File: config.mk
export PLATFORM = sky130hd
export DESIGN_NAME = e2q_cordic_cell
export DESIGN_NICKNAME = d
export VERILOG_FILES = /design/src/sv/e2q_pkg.sv /design/src/sv/e2q_cordic_cell.sv
export SDC_FILE = /design/constraint.sdc
export NUM_CORES = 1
export LEC_CHECK = 0
export BUFFER_PORTS_ARGS = -buffer_cell sky130_fd_sc_hd__buf_2
export CAP_MARGIN = 20
export CORE_UTILIZATION = 31
export DETAILED_ROUTE_END_ITERATION = 12
export PLACE_DENSITY = 0.61
export REMOVE_ABC_BUFFERS = 1
export SLEW_MARGIN = 30
export SYNTH_ARGS = -nofsm -noshare
export SYNTH_HDL_FRONTEND = slang
export SYNTH_SLANG_ARGS = --single-unit
export TNS_END_PERCENT = 30
File: constraint.sdc
create_clock -name i_clk -period 6.6 [get_ports i_clk]
set_input_delay 1.65 -clock i_clk [delete_from_list [all_inputs] [get_ports i_clk]]
set_output_delay 1.65 -clock i_clk [all_outputs]
set_load 0.02 [all_outputs]
File: src/sv/e2q_pkg.sv
`timescale 1ns / 1ps
`default_nettype none

package e2q_pkg;

    // lane order of the three angles through the rotation row
    localparam int LANES      = 3;
    localparam int LANE_ROLL  = 0;
    localparam int LANE_PITCH = 1;
    localparam int LANE_YAW   = 2;

    // quaternion component order
    localparam int QUAT_N = 4;
    localparam int QI_W   = 0;
    localparam int QI_X   = 1;
    localparam int QI_Y   = 2;
    localparam int QI_Z   = 3;

    localparam int IN_W       = 16;     // Q3.13 angle fields
    localparam int Q_W        = 16;     // Q1.14 quaternion fields
    localparam int Q_ONE      = 16384;  // 1.0 in Q1.14
    localparam int SC_W       = 18;     // sine / cosine in Q.15 with headroom
    localparam int PROD_SHIFT = 31;     // Q.45 triple product down to Q.14
    localparam int TAB_LEN    = 32;     // longest arctangent table

    // round half up of a non-negative constant by s bits
    function automatic longint unsigned rnd_u(longint unsigned v, int s);
        if (s <= 0) begin
            return v;
        end
        return (v + (64'd1 << (s - 1))) >> s;
    endfunction

    // shift-and-subtract quotient for the constant tables
    function automatic longint unsigned udiv_u(longint unsigned n, longint unsigned d);
        longint unsigned q;
        longint unsigned r;
        q = 64'd0;
        r = 64'd0;
        for (int b = 63; b >= 0; b--) begin
            r = {r[62:0], n[b]};
            if (r >= d) begin
                r    = r - d;
                q[b] = 1'b1;
            end
        end
        return q;
    endfunction

    function automatic longint unsigned isqrt64(longint unsigned v_in);
        longint unsigned v;
        longint unsigned r;
        longint unsigned b;
        v = v_in;
        r = 64'd0;
        b = 64'd1 << 62;
        while (b > v) begin
            b = b >> 2;
        end
        while (b != 64'd0) begin
            if (v >= r + b) begin
                v = v - (r + b);
                r = (r >> 1) + b;
            end else begin
                r = r >> 1;
            end
            b = b >> 2;
        end
        return r;
    endfunction

    // pi/4 in Q.60, two-term arctangent identity
    function automatic longint unsigned pi4_q60();
        longint unsigned one;
        longint unsigned p;
        longint unsigned acc;
        longint unsigned term;
        longint unsigned k;
        longint unsigned a5;
        one = 64'd1 << 60;
        p   = udiv_u(one, 64'd5);
        acc = 64'd0;
        k   = 64'd0;
        while (p != 64'd0) begin
            term = udiv_u(p, 2 * k + 1);
            acc  = k[0] ? acc - term : acc + term;
            p    = udiv_u(p, 64'd25);
            k    = k + 1;
        end
        a5  = acc;
        p   = udiv_u(one, 64'd239);
        acc = 64'd0;
        k   = 64'd0;
        while (p != 64'd0) begin
            term = udiv_u(p, 2 * k + 1);
            acc  = k[0] ? acc - term : acc + term;
            p    = udiv_u(p, 64'd57121);
            k    = k + 1;
        end
        return 4 * a5 - acc;
    endfunction

    // atan(2^-i) in Q.60
    function automatic longint unsigned atan_q60(int i);
        longint unsigned p;
        longint unsigned acc;
        longint unsigned term;
        longint unsigned k;
        if (i == 0) begin
            return pi4_q60();
        end
        p   = 64'd1 << (60 - i);
        acc = 64'd0;
        k   = 64'd0;
        while (p != 64'd0) begin
            term = udiv_u(p, 2 * k + 1);
            acc  = k[0] ? acc - term : acc + term;
            p    = p >> (2 * i);
            k    = k + 1;
        end
        return acc;
    endfunction

    // square of the inverse rotation gain over the given number of steps, Q.60
    function automatic longint unsigned gain2_q60(int stages);
        longint unsigned g;
        g = 64'd1 << 60;
        for (int i = 0; i < stages && i < TAB_LEN; i++) begin
            if (i == 0) begin
                g = g >> 1;
            end else begin
                g = g - udiv_u(g, (64'd1 << (2 * i)) + 1);
            end
        end
        return g;
    endfunction

endpackage

`default_nettype wire

File: src/sv/e2q_cordic_cell.sv
`timescale 1ns / 1ps
`default_nettype none

module e2q_cordic_cell #(
    parameter int ANGLE_BITS = 16,
    parameter int STAGE      = 0
) (
    input  logic                                        i_clk,
    input  logic                                        i_rst_n,
    input  logic                                        i_en,
    input  logic                                        i_valid,
    input  logic [e2q_pkg::LANES-1:0][ANGLE_BITS-1:0]   i_x,
    input  logic [e2q_pkg::LANES-1:0][ANGLE_BITS-1:0]   i_y,
    input  logic [e2q_pkg::LANES-1:0][ANGLE_BITS:0]     i_z,
    input  logic [e2q_pkg::LANES-1:0]                   i_neg,
    output logic                                        o_valid,
    output logic [e2q_pkg::LANES-1:0][ANGLE_BITS-1:0]   o_x,
    output logic [e2q_pkg::LANES-1:0][ANGLE_BITS-1:0]   o_y,
    output logic [e2q_pkg::LANES-1:0][ANGLE_BITS:0]     o_z,
    output logic [e2q_pkg::LANES-1:0]                   o_neg
);

    localparam int F  = ANGLE_BITS - 2;
    localparam int XW = ANGLE_BITS;
    localparam int ZW = ANGLE_BITS + 1;
    localparam logic signed [ZW-1:0] ATAN_T =
        ZW'(e2q_pkg::rnd_u(e2q_pkg::atan_q60(STAGE), 60 - F));

    logic signed [XW-1:0] n_x [e2q_pkg::LANES];
    logic signed [XW-1:0] n_y [e2q_pkg::LANES];
    logic signed [ZW-1:0] n_z [e2q_pkg::LANES];
    logic                 r_valid;
    logic [e2q_pkg::LANES-1:0][XW-1:0] r_x;
    logic [e2q_pkg::LANES-1:0][XW-1:0] r_y;
    logic [e2q_pkg::LANES-1:0][ZW-1:0] r_z;
    logic [e2q_pkg::LANES-1:0]         r_neg;

    // one rotation step, direction from the sign of the residual angle
    always_comb begin
        for (int l = 0; l < e2q_pkg::LANES; l++) begin
            if (!i_z[l][ZW-1]) begin
                n_x[l] = $signed(i_x[l]) - ($signed(i_y[l]) >>> STAGE);
                n_y[l] = $signed(i_y[l]) + ($signed(i_x[l]) >>> STAGE);
                n_z[l] = $signed(i_z[l]) - ATAN_T;
            end else begin
                n_x[l] = $signed(i_x[l]) + ($signed(i_y[l]) >>> STAGE);
                n_y[l] = $signed(i_y[l]) - ($signed(i_x[l]) >>> STAGE);
                n_z[l] = $signed(i_z[l]) + ATAN_T;
            end
        end
    end

    always_ff @(posedge i_clk) begin
        if (!i_rst_n) begin
            r_valid <= 1'b0;
        end else if (i_en) begin
            r_valid <= i_valid;
        end
    end

    always_ff @(posedge i_clk) begin
        if (i_en) begin
            for (int l = 0; l < e2q_pkg::LANES; l++) begin
                r_x[l] <= n_x[l];
                r_y[l] <= n_y[l];
                r_z[l] <= n_z[l];
            end
            r_neg <= i_neg;
        end
    end

    assign o_valid = r_valid;
    assign o_x     = r_x;
    assign o_y     = r_y;
    assign o_z     = r_z;
    assign o_neg   = r_neg;

endmodule

`default_nettype wire

==> reports/metrics.cfg <==
[critical_path]
max_stage_delay_ns=0.63
reg2reg_slack_ns=6.00
cp_num_buf_inv=2
rr_endpoint=o_valid
r2r_cells=2
crit_type=in -> reg
cp-end-kind=flop
cp_max_fo=43
cp.required_ns=6.80
cp_num_cells=10
slowest_stage=buf_2
crit_family=compound AO/OA/AOI/OAI gates
critPathCapture=o_z[31]
arrival_ns=4.59
critPathLaunch=i_z[33]
reg2reg_from=o_valid
worstPathCellList=buf_2 -> inv_2 -> ha_1 -> nor2b_1 -> o31a_1 -> o21ai_0 -> a21o_1 -> o221ai_1 -> a21oi_1 -> xnor2_1
start_kind=primary input

[synthesis]
synth.area.top_cells=edfxtp_1 (33%), ha_1 (17%), xnor2_1 (5.8%)
synth_common_cells=ha_1 (186), edfxtp_1 (147), inv_1 (144), a21oi_1 (138), xnor2_1 (88)
ys_warn_count=0
netlist_instances=1413
synth_edf_count=147
synth_cell_types=75
synth-seq-cells=148
synthArstFlopShare_pct=0
synth.most_common_cell=ha_1
syn-cell-area_um2=13400
yosysSeqAreaShare_pct=33.2
avgSynthCellArea_um2=9.45
yosys.area.top_type=edfxtp_1
synth-main-ff-cell=edfxtp_1
yosysTopAreaCellShare_pct=33.0

[clock_tree]
cts_made_buffers=17
cts_tree=yes
insertion_delay_ns=0.45
cts_resized=0
cts_hold_buf=0
cts_buffer_depth=2
clockRootBuffer=clkbuf_16
clk_pin_slew_ns=0.07
cts.htree.levels=4
cts.sinks=148
postCtsSetupBuffers=0

[placement]
dp_hpwl_um=30000
port_buffers=304
gp_congestion=0.892

[cells_and_area]
layout.nets=2034
syn2layout_area_growth_pct=19.1
drive_above_1_share_pct=21.3
regArea_um2=4430
fillers=4238
multi_input_comb_area_um2=8120

[detailed_routing]
viasPerCell=5.12
num_vias=11454
ant_nets=0
drc_errors=0
drtIter0Drc=709
firstDrtPassIters=5
wl_per_cell_um=16.9
routed_wl_um=37900

[global_routing]
gr-usage-met3_pct=2.99
use_met1_pct=20.8
grt_use_total_pct=17.1
antenna_found_initial=2
grtUsageMet2_pct=29.9
grt_pass1_vias=11260
overflow=0
grt_max_degree=54
busiest_layer=met2
grt_pass1_wl_um=59500

[outcome]
status=completed

[floorplanning]
die_y_um=210
io_pins=305
core_um2=42200
die_w_um=210
core.rowCount=75
fp.dieArea_um2=43900
initial_utilization_pct=31.6

[sta]
fin_crit_sh_pct=66.5
hold_violations=0
whs_ns=0.529
worstMarginPinSlew_ns=0.825
slew_violations=0
fin_crit_ns=4.39
clock_skew_ns=0
fin_setup_tns_ns=0
fmax_mhz=228
setup_viol=0
slew_headroom_pct=43.5
rsz0062_at_grt=no

[pwr]
combPwrFrac_pct=36.2
internal_power_w=0.00225
power_w=0.00352
p_sw_w=0.00126
p_leak_nw=7.21
vdd_drop_max_v=0.000109
p_sw_share_pct=35.9
clkPwrFrac_pct=27.4
seq_power_share_pct=36.4
powerDensity_nw_per_um2=221

[hold_path]
hold_path.class=reg -> reg

[run]
maxCapViolations=0

area by class of cell:
class	count	area share [%]
well taps	539	4.24
multi-input cells	1061	51.0
clock inverters	9	0.605
flip-flops and latches	148	27.9
repair buffers	309	9.83
inverters	148	3.49
diodes	1	0.0157
clock buffers	23	2.94
worst min-delay path by stage:
stage          startpoint  endpoint  slack, ns  cells past startpoint
6_report          o_valid   o_valid       0.53                      2
5_1_grt           o_valid   o_valid       0.58                      2
4_1_cts           o_valid   o_valid       0.53                      2
3_5_place_dp      o_valid   o_valid       0.51                      2
3_3_place_gp      o_valid   o_valid       0.49                      2
2_1_floorplan     o_valid   o_valid       0.59                      2
registers in the layout (all words and copies together), names as in the netlist:
| signal | cells |
|---|---|
| o_z | 51 |
| o_x | 45 |
| o_neg | 3 |
| o_valid | 1 |
| o_y | 48 |
kinds of logic after synthesis:
logic type	Yosys count	synth area share, %
AO/OA/AOI/OAI	448	21.9
XOR/XNOR	117	7.67
adder cells (fa/ha/maj)	195	18.8
buffers and inverters	204	6.02
flip-flops	148	33.2
multiplexers	24	1.84
AND/OR/NAND/NOR	277	10.6
cell usage in the layout, fill, tap and decap left out, types with 29 or more instances in the layout:
cell type / n
o21ai_0: 85
xnor2_1: 88
inv_1: 143
edfxtp_1: 147
a21o_1: 37
nor3_1: 32
nor2_1: 83
ha_1: 186
nor2b_1: 34
a21oi_1: 138
nand2_1: 35
xor2_1: 29
buf_2: 303
power by group through the flow:
| stage | sequential (W) | clock, W | combinational [W] |
|---|---|---|---|
| final | 0.00128 | 0.000964 | 0.00127 |
| after global routing | 0.00129 | 0.00103 | 0.00139 |
| after CTS | 0.00129 | 0.00100 | 0.00127 |
| after detailed placement | 0.00130 | 0 | 0.00126 |
| after global placement | 0.00130 | 0 | 0.00125 |
| after floorplan | 0.00149 | 0 | 0.000645 |
stage by stage:
| stage | setup slack [ns] | std cells | util, % | cell area (um2) |
|---|---|---|---|---|
| detailed placement | 1.45 | 2205 | 36.3 | 15300 |
| global placement | 1.54 | 2205 | 36.3 | 15300 |
| finish | 2.21 | 2238 | 37.7 | 15900 |
| floorplan | 2.59 | 1357 | - | 13100 |
| CTS | 1.94 | 2237 | 37.7 | 15900 |
| global route | 1.92 | 2238 | 37.7 | 15900 |
tightest hold or removal path: cells and delay by family, from the launching register on:
family           cells  cell delay, ns
and+or+nand+nor      1            0.09
muxes                1            0.07
DFF                  1            0.33
layer usage:
layer / vias to the layer above / routed length [um]
li1: 5629 / -
met1: 5419 / 16500
met2: 355 / 18500
met3: 51 / 1820
met4: 0 / 1020
met5: - / 0
No activity file was read; power rests on OpenSTA's default activity.
