**src/sv/e2q_pkg.sv**
```systemverilog
`timescale 1ns / 1ps
`default_nettype none

package e2q_pkg;

    // lane order of the three angles through the rotation row
    localparam int LANES      = 3;
    localparam int LANE_ROLL  = 0;
    localparam int LANE_PITCH = 1;
    localparam int LANE_YAW   = 2;

    // quaternion component order
    localparam int QUAT_N = 4;
    localparam int QI_W   = 0;
    localparam int QI_X   = 1;
    localparam int QI_Y   = 2;
    localparam int QI_Z   = 3;

    localparam int IN_W       = 16;     // Q3.13 angle fields
    localparam int Q_W        = 16;     // Q1.14 quaternion fields
    localparam int Q_ONE      = 16384;  // 1.0 in Q1.14
    localparam int SC_W       = 18;     // sine / cosine in Q.15 with headroom
    localparam int PROD_SHIFT = 31;     // Q.45 triple product down to Q.14
    localparam int TAB_LEN    = 32;     // longest arctangent table

    // round half up of a non-negative constant by s bits
    function automatic longint unsigned rnd_u(longint unsigned v, int s);
        if (s <= 0) begin
            return v;
        end
        return (v + (64'd1 << (s - 1))) >> s;
    endfunction

    // shift-and-subtract quotient for the constant tables
    function automatic longint unsigned udiv_u(longint unsigned n, longint unsigned d);
        longint unsigned q;
        longint unsigned r;
        q = 64'd0;
        r = 64'd0;
        for (int b = 63; b >= 0; b--) begin
            r = {r[62:0], n[b]};
            if (r >= d) begin
                r    = r - d;
                q[b] = 1'b1;
            end
        end
        return q;
    endfunction

    function automatic longint unsigned isqrt64(longint unsigned v_in);
        longint unsigned v;
        longint unsigned r;
        longint unsigned b;
        v = v_in;
        r = 64'd0;
        b = 64'd1 << 62;
        while (b > v) begin
            b = b >> 2;
        end
        while (b != 64'd0) begin
            if (v >= r + b) begin
                v = v - (r + b);
                r = (r >> 1) + b;
            end else begin
                r = r >> 1;
            end
            b = b >> 2;
        end
        return r;
    endfunction

    // pi/4 in Q.60, two-term arctangent identity
    function automatic longint unsigned pi4_q60();
        longint unsigned one;
        longint unsigned p;
        longint unsigned acc;
        longint unsigned term;
        longint unsigned k;
        longint unsigned a5;
        one = 64'd1 << 60;
        p   = udiv_u(one, 64'd5);
        acc = 64'd0;
        k   = 64'd0;
        while (p != 64'd0) begin
            term = udiv_u(p, 2 * k + 1);
            acc  = k[0] ? acc - term : acc + term;
            p    = udiv_u(p, 64'd25);
            k    = k + 1;
        end
        a5  = acc;
        p   = udiv_u(one, 64'd239);
        acc = 64'd0;
        k   = 64'd0;
        while (p != 64'd0) begin
            term = udiv_u(p, 2 * k + 1);
            acc  = k[0] ? acc - term : acc + term;
            p    = udiv_u(p, 64'd57121);
            k    = k + 1;
        end
        return 4 * a5 - acc;
    endfunction

    // atan(2^-i) in Q.60
    function automatic longint unsigned atan_q60(int i);
        longint unsigned p;
        longint unsigned acc;
        longint unsigned term;
        longint unsigned k;
        if (i == 0) begin
            return pi4_q60();
        end
        p   = 64'd1 << (60 - i);
        acc = 64'd0;
        k   = 64'd0;
        while (p != 64'd0) begin
            term = udiv_u(p, 2 * k + 1);
            acc  = k[0] ? acc - term : acc + term;
            p    = p >> (2 * i);
            k    = k + 1;
        end
        return acc;
    endfunction

    // square of the inverse rotation gain over the given number of steps, Q.60
    function automatic longint unsigned gain2_q60(int stages);
        longint unsigned g;
        g = 64'd1 << 60;
        for (int i = 0; i < stages && i < TAB_LEN; i++) begin
            if (i == 0) begin
                g = g >> 1;
            end else begin
                g = g - udiv_u(g, (64'd1 << (2 * i)) + 1);
            end
        end
        return g;
    endfunction

endpackage

`default_nettype wire

```
**src/sv/e2q_prep.sv**
```systemverilog
`timescale 1ns / 1ps
`default_nettype none

module e2q_prep #(
    parameter int ANGLE_BITS = 16
) (
    input  logic                                                i_clk,
    input  logic                                                i_rst_n,
    input  logic                                                i_en,
    input  logic                                                i_valid,
    input  logic [e2q_pkg::LANES-1:0][e2q_pkg::IN_W-1:0]        i_angle,
    output logic                                                o_valid,
    output logic [e2q_pkg::LANES-1:0][ANGLE_BITS:0]             o_z,
    output logic [e2q_pkg::LANES-1:0]                           o_neg
);

    localparam int F  = ANGLE_BITS - 2;
    localparam int ZW = ANGLE_BITS + 1;
    localparam logic signed [ZW-1:0] HPI  = ZW'(e2q_pkg::rnd_u(2 * e2q_pkg::pi4_q60(), 60 - F));
    localparam logic signed [ZW-1:0] PI_Z = ZW'(e2q_pkg::rnd_u(4 * e2q_pkg::pi4_q60(), 60 - F));

    logic signed [ZW-1:0] w_z   [e2q_pkg::LANES];
    logic signed [ZW-1:0] n_z   [e2q_pkg::LANES];
    logic                 n_neg [e2q_pkg::LANES];
    logic                 r_valid;
    logic [e2q_pkg::LANES-1:0][ZW-1:0] r_z;
    logic [e2q_pkg::LANES-1:0]         r_neg;

    // the Q3.13 angle is already the half angle in Q.14; bring it to F fraction bits
    for (genvar l = 0; l < e2q_pkg::LANES; l++) begin : g_lane
        if (F >= 14) begin : g_up
            logic signed [ZW-1:0] w_ext;
            assign w_ext  = ZW'($signed(i_angle[l]));
            assign w_z[l] = w_ext <<< (F - 14);
        end else begin : g_down
            logic signed [e2q_pkg::IN_W:0] w_sum;
            assign w_sum  = (e2q_pkg::IN_W + 1)'($signed(i_angle[l]))
                          + (e2q_pkg::IN_W + 1)'(1 << (13 - F));
            assign w_z[l] = ZW'(w_sum >>> (14 - F));
        end
    end

    // fold into [-pi/2, pi/2]; the cosine sign flips when folded
    always_comb begin
        for (int l = 0; l < e2q_pkg::LANES; l++) begin
            if (w_z[l] > HPI) begin
                n_z[l]   = PI_Z - w_z[l];
                n_neg[l] = 1'b1;
            end else if (w_z[l] < -HPI) begin
                n_z[l]   = -PI_Z - w_z[l];
                n_neg[l] = 1'b1;
            end else begin
                n_z[l]   = w_z[l];
                n_neg[l] = 1'b0;
            end
        end
    end

    always_ff @(posedge i_clk) begin
        if (!i_rst_n) begin
            r_valid <= 1'b0;
        end else if (i_en) begin
            r_valid <= i_valid;
        end
    end

    always_ff @(posedge i_clk) begin
        if (i_en) begin
            for (int l = 0; l < e2q_pkg::LANES; l++) begin
                r_z[l]   <= n_z[l];
                r_neg[l] <= n_neg[l];
            end
        end
    end

    assign o_valid = r_valid;
    assign o_z     = r_z;
    assign o_neg   = r_neg;

endmodule

`default_nettype wire

```
**config.mk**
```make
export PLATFORM = sky130hd
export DESIGN_NAME = e2q_prep
export DESIGN_NICKNAME = d
export VERILOG_FILES = /design/src/sv/e2q_pkg.sv /design/src/sv/e2q_prep.sv
export SDC_FILE = /design/constraint.sdc
export NUM_CORES = 1
export LEC_CHECK = 0
export BUFFER_PORTS_ARGS = -buffer_cell sky130_fd_sc_hd__buf_2
export CORE_MARGIN = 2
export CORE_UTILIZATION = 40
export DETAILED_ROUTE_END_ITERATION = 6
export GPL_ROUTABILITY_DRIVEN = 0
export PLACE_DENSITY = 0.75
export SYNTH_ARGS = -nofsm -noshare
export SYNTH_HDL_FRONTEND = slang
export SYNTH_SLANG_ARGS = --single-unit
```
**constraint.sdc**
```tcl
create_clock -name i_clk -period 2.2 [get_ports i_clk]
set_input_delay 0.44 -clock i_clk [delete_from_list [all_inputs] [get_ports i_clk]]
set_output_delay 0.44 -clock i_clk [all_outputs]
set_load 0.01 [all_outputs]
```
==> impl_metrics.toml <==
[outcome]
run_status = "finished, final reports clean"

[global_routing]
antenna_found_initial = 0
grt_pass1_vias = 2751
grt_pass1_wl_um = 12500
grt_usage = 0.170
grt_max_degree = 56
grt_overflow = 0

[synth]
ys_ff_latch = 55
yosys-top-cells-count = "edfxtp_1, buf_2, nor2_1"
synth_top_area_frac = 0.473
netlist_area_um2 = 3430
ys_seq_area_frac = 0.479
ys_warn_count = 0
avgSynthCellArea_um2 = 10.5
yosys_most_used_dff = "edfxtp_1"
post-synth-top-count-cell = "edfxtp_1"
netlist_top_cells_area = "edfxtp_1, xor2_1, buf_2"
ys_types = 64
synthCells = 327
syn-num-nets = 382
synth_edf_count = 54
async_flop_share = 0
synth_top_area_cell = "edfxtp_1"

[placement]
port_buffers = 106
dpl-instance-area_um2 = 4110
pre_cts_slack_ps = -21.0
hpwlAfterDp_um = 5750

[clock_tree]
cts_tree = "built"
cts.clk_slew.worst_paths_ps = 90
cts.sinks = 55
cts_setup_buffers = 0
cts_root_buf = "clkbuf_8"
h-tree-depth = 2
cts_buffers = 5
cts_buffer_depth = 2
cts_resized = 0
clk_latency_ps = 300
holdBufCountCts = 0

[pwr]
p_comb_frac = 0.228
p_per_area_nw_per_um2 = 566
p_leak_nw = 1.73
p_clk_frac = 0.227
p_int_w = 0.00172
netSwitchingPower_w = 0.000654
seq_power_share = 0.545
p_sw_frac = 0.276
ir_drop_mv = 0.281

[critical_path]
rr_worst_depth = 2
cp.arrival_ps = 1960
crit_type = "primary input to flip-flop"
cp-end-kind = "flip-flop"
cp_slowest_stage_delay_ps = 420
worstPathMaxFanout = 4
cp_slowest_cell = "or3b_1"
worstSetupStartpointType = "primary input"
required_ps = 2250
reg2reg_from = "o_valid$_SDFFE_PN0P_"
startpoint = "i_angle[0]"
path_cells = "buf_2, inv_1, ha_1, or3b_1, a31o_2, o31ai_1, o32ai_1, xor2_1"

[sta]
finClkSkew_ps = 0
period_share = 0.867
finalWorstSetupSlack_ps = 293
rsz0062_at_grt = "false"
finalHoldViolCount = 0
fmax_mhz = 524
relSlewSlack = 0.647
slew_violations = 0
tightestPinTransition_ps = 523
setup_viol = 0
min_period_ps = 1910

[hold_path]
whs_path_depth = 1
hold_start = "i_angle[30]"
hold_class = "primary input to flip-flop"

[cells_and_area]
finalInstanceArea_um2 = 4190
n_antenna_cell = 0
area_growth_pct = 22.3
nFillCells = 765
layout-drive-gt1-share = 0.364
finalNetCount = 482

[floorplan]
dieWidth_um = 96.5
start_util = 0.415
fp-row-count = 33
pin_count = 107
die_area_um2 = 9320
core-area_um2 = 8260
die_height_um = 96.5

[routing]
drt-met1-wl_um = 3440
postRouteWirelength_um = 7850
maxUsedRoutingLayer = "met4"
num_vias = 2948
wl_per_cell_um = 14.7
firstDrtPassIters = 5
wl_met3_um = 521
wl_met2_um = 3780
drc = 0
antenna_left = 0
drt-initial-drc-count = 127
vias_per_cell = 5.53

[run]
maxCapViolCount = 0
==> routing by layer <==
metal | vias up | track usage
met2 | 130 | 0.296
met1 | 1371 | 0.213
met4 | 0 | 0.0540
li1 | 1436 | -
met5 | - | 0
met3 | 11 | 0.0303
==> cells by family (layout without fill, tap and decap cells) <==
logic type / count (synthesis) / in the layout / share of synthesized area
AO/OA/AOI/OAI: 94 / 94 / 0.212
XOR/XNOR: 32 / 32 / 0.0818
adder cells (fa/ha/maj): 3 / 3 / 0.0110
buffers and inverters: 51 / 152 / 0.0687
flip-flops: 55 / 55 / 0.479
multiplexers: 4 / 4 / 0.0124
AND/OR/NAND/NOR: 88 / 88 / 0.135
==> power by group through the flow <==
stage | registers (W) | clock network, W | logic [W]
6_report | 0.00129 | 0.000539 | 0.000539
5_1_grt | 0.00130 | 0.000601 | 0.000598
4_1_cts | 0.00129 | 0.000571 | 0.000541
3_5_place_dp | 0.00132 | 0 | 0.000539
3_3_place_gp | 0.00131 | 0 | 0.000531
2_1_floorplan | 0.00137 | 0 | 0.000243
==> placed cells by master (no fill, tap or decap), types with 3 or more instances in the layout <==
cell type,count
xnor2_1,11
or3b_1,3
edfxtp_1,54
a31o_2,6
a22oi_1,4
buf_2,106
o22ai_1,4
ha_1,3
a31oi_1,4
o21ai_0,7
o21ai_1,3
and3_1,6
o32ai_1,4
xor2_1,21
nand2_1,19
nor3_1,5
nand3_1,10
o211ai_1,4
inv_1,11
o21bai_1,4
a21oi_1,17
o41ai_1,3
a32oi_1,4
buf_4,26
clkbuf_8,5
nand4_1,8
nor2_1,22
nor4bb_1,3
==> critical path, delay by kind of cell <==
kind / cells / cell delay, ps
AO/OA/AOI/OAI: 3 / 610
XOR/XNOR: 1 / 150
adder cells (fa/ha/maj): 1 / 180
buffers and inverters: 2 / 160
AND/OR/NAND/NOR: 1 / 420
==> layout make-up <==
type,count,area (um2),share of cell area
flip-flops and latches,55,1640,0.392
inverters,11,41.3,0.00986
well taps,105,131,0.0314
clock buffers,6,72.6,0.0173
clock inverters,2,7.51,0.00179
repair buffers,133,746,0.178
multi-input cells,221,1550,0.370
==> state kept, by name (all words and copies together) (netlist names) <==
name,flops
o_neg,3
o_valid,1
o_z,51
==> final timing paths <==
path,end,slack [ps]
setup / recovery,o_z[12]$_DFFE_PP_,290
hold / removal,o_z[31]$_DFFE_PP_,340
setup reg to reg,o_valid$_SDFFE_PN0P_,1620
hold reg to reg,o_valid$_SDFFE_PN0P_,520
==> per-stage QoR <==
step           cells  hold slack (ps)  setup TNS, ps   util  total power, W
2_1_floorplan    327              538              0      -         0.00162
3_3_place_gp     525              496              0  0.498         0.00185
3_5_place_dp     525              508          -21.0  0.498         0.00186
4_1_cts          533              324              0  0.507         0.00241
5_1_grt          533              321              0  0.507         0.00250
6_report         533              339              0  0.507         0.00237
Power figures use the tool's default switching activity.
